`config.mk`:
```
export PLATFORM = sky130hd
export DESIGN_NAME = range_coverage_checker_core
export DESIGN_NICKNAME = d
export VERILOG_FILES = /design/src/rtl/core/rcc_pkg.sv /design/src/rtl/core/range_coverage_checker_core.sv /design/src/rtl/core/rcc_region_ram.sv
export SDC_FILE = /design/constraint.sdc
export NUM_CORES = 2
export LEC_CHECK = 0
export BUFFER_PORTS_ARGS = -buffer_cell sky130_fd_sc_hd__buf_2
export CORE_MARGIN = 3
export CORE_UTILIZATION = 35
export DETAILED_ROUTE_END_ITERATION = 7
export HOLD_SLACK_MARGIN = 0.08
export PLACE_DENSITY = 0.63
export SYNTH_ARGS = -nofsm -noshare
export SYNTH_HDL_FRONTEND = slang
export SYNTH_SLANG_ARGS = --single-unit
```
`constraint.sdc`:
```
create_clock -name i_clk -period 12.3 [get_ports i_clk]
set_clock_uncertainty 0.1 [all_clocks]
set_input_delay 1.845 -clock i_clk [delete_from_list [all_inputs] [get_ports i_clk]]
set_output_delay 1.845 -clock i_clk [all_outputs]
set_load 0.02 [all_outputs]
```
`src/rtl/core/rcc_pkg.sv`:
```
package rcc_pkg;

    localparam int REGION_SLOTS = 16;
    localparam int ADDR_W       = 64;
    localparam int CFG_W        = 5;
    localparam int IDX_IN_W     = 4;
    localparam int SLOT_W       = (REGION_SLOTS > 1) ? $clog2(REGION_SLOTS) : 1;
    localparam int CNT_RAW_W    = $clog2(REGION_SLOTS + 1);
    localparam int CNT_W        = (CNT_RAW_W > CFG_W) ? CNT_RAW_W : CFG_W;

    localparam logic MODE_WRITE = 1'b0;
    localparam logic MODE_QUERY = 1'b1;

    typedef enum logic [1:0] {
        STATUS_COVERED = 2'd0,
        STATUS_GAP     = 2'd1,
        STATUS_WRAP    = 2'd2
    } t_status;

    typedef struct packed {
        logic [ADDR_W-1:0] start_addr;
        logic [ADDR_W-1:0] end_addr;
    } t_region;

endpackage

```
`src/rtl/core/range_coverage_checker_core.sv`:
```
// Write request: stored in the region RAM, no result.
// Zero-length or wrapping query: no scan; the result goes through S_DONE into the output register.
// Other queries: a cursor pass reads the active slots from the region RAM one per cycle,
// min(active_regions, 16) slots per pass; up to 17 passes before the result goes through S_DONE.
// One request in flight at a time; a finished result waits in the output register.
// Synchronous active-low reset: control idle, output empty, active_regions 0; table untouched.
module range_coverage_checker_core (
    input  logic                          i_clk,
    input  logic                          i_rst_n,
    input  logic                          i_in_valid,
    output logic                          o_in_stall,
    input  logic                          i_mode,
    input  logic [rcc_pkg::IDX_IN_W-1:0]  i_slot_index,
    input  logic [rcc_pkg::ADDR_W-1:0]    i_slot_start,
    input  logic [rcc_pkg::ADDR_W-1:0]    i_slot_end,
    input  logic [rcc_pkg::ADDR_W-1:0]    i_query_address,
    input  logic [rcc_pkg::ADDR_W-1:0]    i_query_length,
    output logic                          o_out_valid,
    input  logic                          i_out_stall,
    output logic [1:0]                    o_status,
    input  logic                          i_cfg_wr_en,
    input  logic [rcc_pkg::CFG_W-1:0]     i_cfg_wr_data
);

    typedef enum logic [1:0] {
        S_IDLE,
        S_SCAN,
        S_DONE
    } t_state;

    t_state                         r_state;
    logic                           r_out_valid;
    rcc_pkg::t_status               r_status;
    rcc_pkg::t_status               r_res;
    logic [rcc_pkg::CFG_W-1:0]      r_active;
    logic [rcc_pkg::CNT_W-1:0]      r_issue;
    logic [rcc_pkg::CNT_W-1:0]      r_pass;
    logic                           r_v1;
    logic                           r_hit;
    logic [rcc_pkg::ADDR_W-1:0]     r_clip;
    logic [rcc_pkg::ADDR_W-1:0]     r_cursor;
    logic [rcc_pkg::ADDR_W-1:0]     r_reach;
    logic [rcc_pkg::ADDR_W-1:0]     r_stop;

    logic                           w_accept;
    logic [rcc_pkg::ADDR_W:0]       w_sum;
    logic [rcc_pkg::CNT_W-1:0]      w_limit;
    logic                           w_rd_en;
    logic                           w_wr_en;
    logic                           w_pass_end;
    rcc_pkg::t_region               w_wr_data;
    rcc_pkg::t_region               w_rd_data;
    logic                           n_hit;
    logic [rcc_pkg::ADDR_W-1:0]     n_clip;

    assign o_in_stall  = (r_state != S_IDLE);
    assign w_accept    = i_in_valid && !o_in_stall;
    assign o_out_valid = r_out_valid;
    assign o_status    = r_status;

    assign w_sum = {1'b0, i_query_address} + {1'b0, i_query_length};

    assign w_limit = (rcc_pkg::CNT_W'(r_active) > rcc_pkg::CNT_W'(rcc_pkg::REGION_SLOTS)) ?
                     rcc_pkg::CNT_W'(rcc_pkg::REGION_SLOTS) : rcc_pkg::CNT_W'(r_active);

    assign w_wr_en = w_accept && (i_mode == rcc_pkg::MODE_WRITE) &&
                     (int'(i_slot_index) < rcc_pkg::REGION_SLOTS);
    assign w_wr_data.start_addr = i_slot_start;
    assign w_wr_data.end_addr   = i_slot_end;

    assign w_rd_en    = (r_state == S_SCAN) && (r_issue < w_limit);
    assign w_pass_end = (r_state == S_SCAN) && (r_issue == w_limit) && !r_v1 && !r_hit;

    always_comb begin
        n_hit  = r_v1 && (w_rd_data.start_addr <= r_cursor) && (r_cursor < w_rd_data.end_addr);
        n_clip = (w_rd_data.end_addr < r_stop) ? w_rd_data.end_addr : r_stop;
    end

    rcc_region_ram u_ram (
        .i_clk     (i_clk),
        .i_wr_en   (w_wr_en),
        .i_wr_addr (rcc_pkg::SLOT_W'(i_slot_index)),
        .i_wr_data (w_wr_data),
        .i_rd_en   (w_rd_en),
        .i_rd_addr (r_issue[rcc_pkg::SLOT_W-1:0]),
        .o_rd_data (w_rd_data)
    );

    always_ff @(posedge i_clk) begin
        if (!i_rst_n) begin
            r_state     <= S_IDLE;
            r_out_valid <= 1'b0;
            r_active    <= '0;
            r_v1        <= 1'b0;
            r_hit       <= 1'b0;
        end else begin
            r_v1  <= w_rd_en;
            r_hit <= n_hit;
            if (i_cfg_wr_en) begin
                r_active <= i_cfg_wr_data;
            end
            if (r_out_valid && !i_out_stall && (r_state != S_DONE)) begin
                r_out_valid <= 1'b0;
            end
            case (r_state)
                S_IDLE: begin
                    if (w_accept && (i_mode == rcc_pkg::MODE_QUERY)) begin
                        if ((i_query_length == '0) || w_sum[rcc_pkg::ADDR_W]) begin
                            r_state <= S_DONE;
                        end else begin
                            r_state <= S_SCAN;
                        end
                    end
                end
                S_SCAN: begin
                    if (w_pass_end) begin
                        if ((r_reach == r_cursor) || (r_reach == r_stop) ||
                            (r_pass == rcc_pkg::CNT_W'(rcc_pkg::REGION_SLOTS))) begin
                            r_state <= S_DONE;
                        end
                    end
                end
                S_DONE: begin
                    if (!r_out_valid || !i_out_stall) begin
                        r_out_valid <= 1'b1;
                        r_state     <= S_IDLE;
                    end
                end
                default: begin
                    r_state <= S_IDLE;
                end
            endcase
        end
    end

    always_ff @(posedge i_clk) begin
        if (r_v1) begin
            r_clip <= n_clip;
        end
        if (r_hit && (r_clip > r_reach)) begin
            r_reach <= r_clip;
        end
        if ((r_state == S_DONE) && (!r_out_valid || !i_out_stall)) begin
            r_status <= r_res;
        end
        if (w_accept && (i_mode == rcc_pkg::MODE_QUERY)) begin
            r_stop   <= w_sum[rcc_pkg::ADDR_W-1:0];
            r_cursor <= i_query_address;
            r_reach  <= i_query_address;
            r_issue  <= '0;
            r_pass   <= '0;
            if (i_query_length == '0) begin
                r_res <= rcc_pkg::STATUS_COVERED;
            end else begin
                r_res <= rcc_pkg::STATUS_WRAP;
            end
        end
        if (w_rd_en) begin
            r_issue <= r_issue + 1'b1;
        end
        if (w_pass_end) begin
            r_cursor <= r_reach;
            if (r_reach == r_cursor) begin
                r_res <= rcc_pkg::STATUS_GAP;
            end else if (r_reach == r_stop) begin
                r_res <= rcc_pkg::STATUS_COVERED;
            end else if (r_pass == rcc_pkg::CNT_W'(rcc_pkg::REGION_SLOTS)) begin
                r_res <= rcc_pkg::STATUS_GAP;
            end else begin
                r_pass  <= r_pass + 1'b1;
                r_issue <= '0;
            end
        end
    end

endmodule

```
`src/rtl/core/rcc_region_ram.sv`:
```
module rcc_region_ram (
    input  logic                       i_clk,
    input  logic                       i_wr_en,
    input  logic [rcc_pkg::SLOT_W-1:0] i_wr_addr,
    input  rcc_pkg::t_region           i_wr_data,
    input  logic                       i_rd_en,
    input  logic [rcc_pkg::SLOT_W-1:0] i_rd_addr,
    output rcc_pkg::t_region           o_rd_data
);

    rcc_pkg::t_region r_mem [rcc_pkg::REGION_SLOTS];
    rcc_pkg::t_region r_rd_data;

    always_ff @(posedge i_clk) begin
        if (i_wr_en) begin
            r_mem[i_wr_addr] <= i_wr_data;
        end
    end

    always_ff @(posedge i_clk) begin
        if (i_rd_en) begin
            r_rd_data <= r_mem[i_rd_addr];
        end
    end

    assign o_rd_data = r_rd_data;

endmodule

```
Yosys cells after proc, flatten, opt, wreduce, memory -nomap -nowiden
Memories as Yosys holds them, arrays and structs flattened. A register that Yosys moved wholly into a read port is not among the register bits.
Cells that the tools add are included.
Operators by class
  muxes and demuxes: 34
  reduce and logical (&&, ||, !) cells: 28
  magnitude comparators: 6
  add/sub/neg operators: 3
  bitwise gates (word level): 1
  equal/unequal tests: 11
Operator list (count)
  64-bit 2-to-1 mux: 5
  64-bit equality test: 2
  64-bit less-than comparator: 2
  64-bit by 64-bit adder with 65-bit output: 1
  64-bit greater-than comparator: 1
  64-bit less-or-equal comparator: 1
  64-bit logical NOT: 1
  5-bit 2-to-1 mux: 12
  2-bit 2-to-1 mux: 11
  1-bit logical AND: 13
  5-bit by 1-bit adder with 5-bit output, second input constant: 2
  2-bit inequality test, second input constant: 4
  2-bit case mux with 3 select lines: 1
  2-bit nonzero test: 3
  5-bit equality test: 1
  5-bit equality test, second input constant: 1
  5-bit greater-than comparator, second input constant: 1
  1-bit logical NOT: 5
  5-bit less-than comparator: 1
  1-bit 2-to-1 mux: 5
  1-bit logical OR: 4
  4-bit AND reduction: 1
  2-bit by 1-bit equality test with 1-bit output, second input constant: 1
  2-bit equality test, second input constant: 1
  other kinds (3): 3
Word-level totals
  word-level logic and storage cells: 97
  input port bits: 271
  RAM bits: 2048
  memories kept: 1
  bits in registers: 280
  output and inout port bits: 4
Memory list
  u_ram.r_mem: depth 16, width 128, rd ports 1, clocked after Yosys merged registers in 1, wr ports 1, RTL line rcc_region_ram.sv:11  | rcc_pkg::t_region r_mem [rcc_pkg::REGION_SLOTS];

Longest topological paths before layout
  depth after elaboration: 10
  gate-level depth with buffers: 14
  gate-level depth less buffers: 12

By module
From an unflattened synthesis, not the netlist that was laid out.
Second synthesis, totals
  cells, all modules: 5721
  area total of the unflattened synthesis: 103561.8 µm²
By module, submodules not included
  rcc_region_ram: times used 1, area an instance 80731.2 µm², cells each 3357, seq. area each 65342.7 µm²
  range_coverage_checker_core: times used 1, area an instance 22830.6 µm², cells each 2364, seq. area each 8187.9 µm²

Worst setup path before layout
Ideal clock, no wire load.
  path type: flip-flop to flip-flop
  start point: register r_issue[0] in the netlist's numbering
  end point: register r_issue[3] in the netlist's numbering
  path buffers: 3
  cell stages (with the launch flop): 14
  setup time: 0.072 ns
  arrival time: 12.895 ns
  period minus slack after synthesis: 13.067 ns
  path slack: -0.767 ns
  data required time: 12.128 ns
  cells stage by stage: dfxtp_1 -> clkbuf_1 -> buf_1 -> buf_1 -> inv_1 -> ha_1 -> nor2b_1 -> o21a_1 -> o21ai_0 -> nand2b_1 -> a211oi_1 -> nand4_1 -> or2_2 -> a21oi_1
On the way
  longest elaborated chain between the ends: 7
  elaborated cells on any way between the ends: 12
Ends and longest elaborated chain
  start: declaration: RTL line range_coverage_checker_core.sv:36  | logic [rcc_pkg::CNT_W-1:0] r_issue;
  start signal: assignment: RTL line range_coverage_checker_core.sv:159  | r_issue <= r_issue + 1'b1;
  5-bit less-than comparator (*): RTL line range_coverage_checker_core.sv:71  | assign w_rd_en = (r_state == S_SCAN) && (r_issue < w_limit);
  1-bit logical AND (*): RTL line range_coverage_checker_core.sv:71
  net u_ram.i_rd_en: RTL line rcc_region_ram.sv:6  | input logic i_rd_en,
  5-bit 2-to-1 mux (*): RTL line range_coverage_checker_core.sv:158  | if (w_rd_en) begin
  5-bit 2-to-1 mux: RTL line range_coverage_checker_core.sv:167  | end else if (r_pass == rcc_pkg::CNT_W'(rcc_pkg::REGION_SLOTS)) begin
  5-bit 2-to-1 mux: RTL line range_coverage_checker_core.sv:165  | end else if (r_reach == r_stop) begin
  5-bit 2-to-1 mux: RTL line range_coverage_checker_core.sv:163  | if (r_reach == r_cursor) begin
  5-bit 2-to-1 mux (*): RTL line range_coverage_checker_core.sv:161  | if (w_pass_end) begin
Mark *: on every way through the listed nets, which the timed path passes. The rest lies on a longest branch.
A chain may end at the register's enable or synchronous reset.

Final worst setup path
  start point: input i_query_length[0] in the netlist's numbering
  end point: register r_stop[58] in the netlist's numbering (data pin)
On the way
  longest elaborated chain between the ends: 1
Ends and longest elaborated chain
  start: declaration: RTL line range_coverage_checker_core.sv:17  | input logic [rcc_pkg::ADDR_W-1:0] i_query_length,
  64-bit by 64-bit adder with 65-bit output: RTL line range_coverage_checker_core.sv:61  | assign w_sum = {1'b0, i_query_address} + {1'b0, i_query_length};
  net w_sum (one bit): RTL line range_coverage_checker_core.sv:46  | logic [rcc_pkg::ADDR_W:0] w_sum;
  end signal: assignment: RTL line range_coverage_checker_core.sv:147  | r_stop <= w_sum[rcc_pkg::ADDR_W-1:0];
  end: declaration: RTL line range_coverage_checker_core.sv:43  | logic [rcc_pkg::ADDR_W-1:0] r_stop;
The timed path passes the listed nets, and every way through them passes these cells.

==> results.json <==
{
  "r2r_cells": 5,
  "use_met3_pct": 4.211,
  "relSlewSlack_pct": 12.07,
  "setup_viol": 0,
  "netSwitchingFraction_pct": 25.10,
  "start_util_pct": 35.28,
  "clkTransAtPathRegs_ns": 0.06,
  "clock_path_buffers": 3,
  "syn_to_final_growth_pct": 14.00,
  "port_buffers": 274,
  "status": "finished clean",
  "netlist_instances": 5307,
  "num_vias": 54310,
  "irDropWorstVdd_uv": 153.7,
  "dp_slack_ns": 5.898,
  "maxCapViolCount": 0,
  "htree_num_levels": 4,
  "final_common_cell": "edfxtp_1",
  "p_per_area_mw_per_mm2": 172.7,
  "pwr-share-seq_pct": 47.7,
  "hold_viol_final": 0,
  "final_cell_mix": "edfxtp_1, mux4_2, ha_1",
  "cp_cell_sequence": "buf_2 > ha_1 > fa_1 > a211oi_1 > o21ai_2 > o2111ai_2 > a211oi_1 > a311oi_2 > o21ai_2 > a31oi_1 > o31a_1 > o21ai_1 > xor2_1",
  "cts_buffers": 239,
  "synth-async-reset-ratio_pct": 0,
  "grt_pass1_wl_mm": 412.2,
  "wire_per_inst_um": 29.76,
  "fin_crit_ns": 5.534,
  "rsz0062_at_grt": "false",
  "p_int_mw": 15.18,
  "cts_root_buf": "clkbuf_16",
  "hpwl_mm": 186.0,
  "global_route.usage.total_pct": 19.20,
  "ys_ff_latch": 2456,
  "drt_drc_violations_left": 0,
  "dp.cells": 9379,
  "dieArea_sq_mm": 0.3007,
  "viasPerCell": 5.506,
  "nets": 6318,
  "drive_gt1_share_pct": 24.57,
  "yosys_warnings": 0,
  "tightest_slew_ns": 1.307,
  "post_dp_cell_area_sq_mm": 0.1095,
  "hold_depth": 1,
  "design_area_sq_mm": 0.1174,
  "slew_viol_final": 0,
  "fin_cells": 9864,
  "cts_hold_buffers": 0,
  "cp_num_cells": 13,
  "use_met2_pct": 30.41,
  "post_cts_buffers": 0,
  "cp_data_arrival_time_ns": 6.06,
  "crit_required_ns": 12.82,
  "coreArea_sq_mm": 0.2918,
  "io_pins": 275,
  "dieWidth_um": 548.3,
  "syn_avg_cell_area_sq_um": 19.40,
  "synth_area_sq_mm": 0.1029,
  "ant_nets": 0,
  "cts_tree": "built",
  "p_comb_share_pct": 16.4,
  "cp-start-kind": "primary input",
  "cts.sinks": 2456,
  "grt_util_met1_pct": 26.79,
  "p_leak_nw": 38.67,
  "drtIter0Drc": 6133,
  "grt_antenna_before_repair": 149,
  "period_share_pct": 44.99,
  "finalWirelength_mm": 293.6,
  "pwr-share-clk_pct": 35.9,
  "first_global_vias": 54010,
  "hold_path.class": "register to register",
  "power_switching_mw": 5.087,
  "grt-ovfl-total": 0,
  "max_stage_delay_ns": 0.73,
  "cts_resized": 0,
  "yosysSeqAreaShare_pct": 71.43,
  "first_pass_iters": 5,
  "synthFlopType": "edfxtp_1",
  "die_h_um": 548.3,
  "fmax_ghz": 0.1807,
  "crit_path_end_kind": "register",
  "cp.buffers_inverters": 1,
  "critical_path_class": "primary input to register",
  "clk_latency_ns": 0.90,
  "synth_edf_count": 2434,
  "place.gp.congestion": 0.9447,
  "finalSetupTns_ns": 0,
  "fin_ws_ns": 6.766,
  "rows": 198,
  "syn_nets": 5905,
  "critPathSlowestCell": "a311oi_2",
  "busiest_layer": "met2",
  "synth_cell_types": 80,
  "critPathTopFamily": "compound AO/OA/AOI/OAI gates",
  "worst-path-max-fanout": 4,
  "grt_max_degree": 142
}
[layout make-up]
class	count	area, sq um
Fill cell	26060	174500
Sequential cell	2456	73550
Multi-Input combinational cell	2390	27830
Clock buffer	287	6203
Tap cell	3900	4880
Timing Repair Buffer	360	2180
Clock inverter	157	1589
Inverter	273	1030
Antenna cell	41	102.6
[flip-flops by register name, summed over array words and instances, names as in the netlist, 2 cells and up]
register / count
u_ram.r_mem: 2048
r_clip: 64
r_active: 5
r_reach: 64
r_issue: 5
r_stop: 64
r_pass: 5
r_cursor: 64
r_state: 2
u_ram.o_rd_data: 128
r_res: 2
o_status: 2
[kinds of logic after synthesis]
logic type	count (synthesis)	share of synthesized area (%)
buf+inv	461	1.705
mux	775	15.39
compound gates	453	2.862
simple gates	644	3.008
flops	2456	71.43
fa+ha+maj	327	3.982
xor+xnor	191	1.625
[per-stage QoR]
| stage | hold WS, ns | power, mW | utilization (%) |
|---|---|---|---|
| detailed placement | 0.3763 | 13.20 | 37.51 |
| floorplan | 0.3087 | 12.16 | - |
| CTS | 0.3905 | 20.46 | 40.18 |
| global route | 0.4094 | 21.01 | 40.19 |
| finish | 0.3950 | 20.26 | 40.22 |
| global placement | 0.3681 | 13.17 | 37.51 |
[cell usage after synthesis (26+ instances only)]
cell,n,share of area (%)
a21o_1,108,0.79
a21oi_1,146,0.71
buf_1,50,0.18
clkbuf_1,126,0.46
edfxtp_1,2434,71
ha_1,326,4.0
inv_1,273,1.0
mux2_2,65,0.71
mux2i_1,70,0.68
mux4_2,640,14
nand2_1,284,1.0
nand3_1,34,0.17
nand4_1,89,0.54
nor2_1,82,0.30
nor2b_1,26,0.16
nor4_1,46,0.28
o21ai_0,77,0.37
xnor2_1,94,0.80
xor2_1,97,0.83
[worst paths after layout]
| kind | from | end | slack, ns |
|---|---|---|---|
| worst max-delay path | i_query_length[0] | r_stop[58] | 6.77 |
| worst min-delay path | r_pass[4] | r_pass[4] | 0.39 |
| worst max register to register | r_issue[0] | u_ram.o_rd_data[88] | 7.23 |
| worst min register to register | r_pass[4] | r_pass[4] | 0.39 |
[power groups by stage]
| stage | combinational, mW | clock, mW | sequential (mW) |
|---|---|---|---|
| 6_report | 3.32 | 7.27 | 9.67 |
| 5_1_grt | 3.58 | 7.76 | 9.68 |
| 4_1_cts | 3.37 | 7.42 | 9.67 |
| 3_5_place_dp | 3.35 | 0 | 9.85 |
| 2_1_floorplan | 2.43 | 0 | 9.73 |
| 3_3_place_gp | 3.33 | 0 | 9.84 |
[routing by layer]
metal / share of wire [%] / vias up
li1: - / 22480
met1: 42 / 28980
met2: 47 / 2326
met3: 8.3 / 496
met4: 2.8 / 38
met5: 0.084 / -
Note: power is estimated with default switching activity, not from simulation.
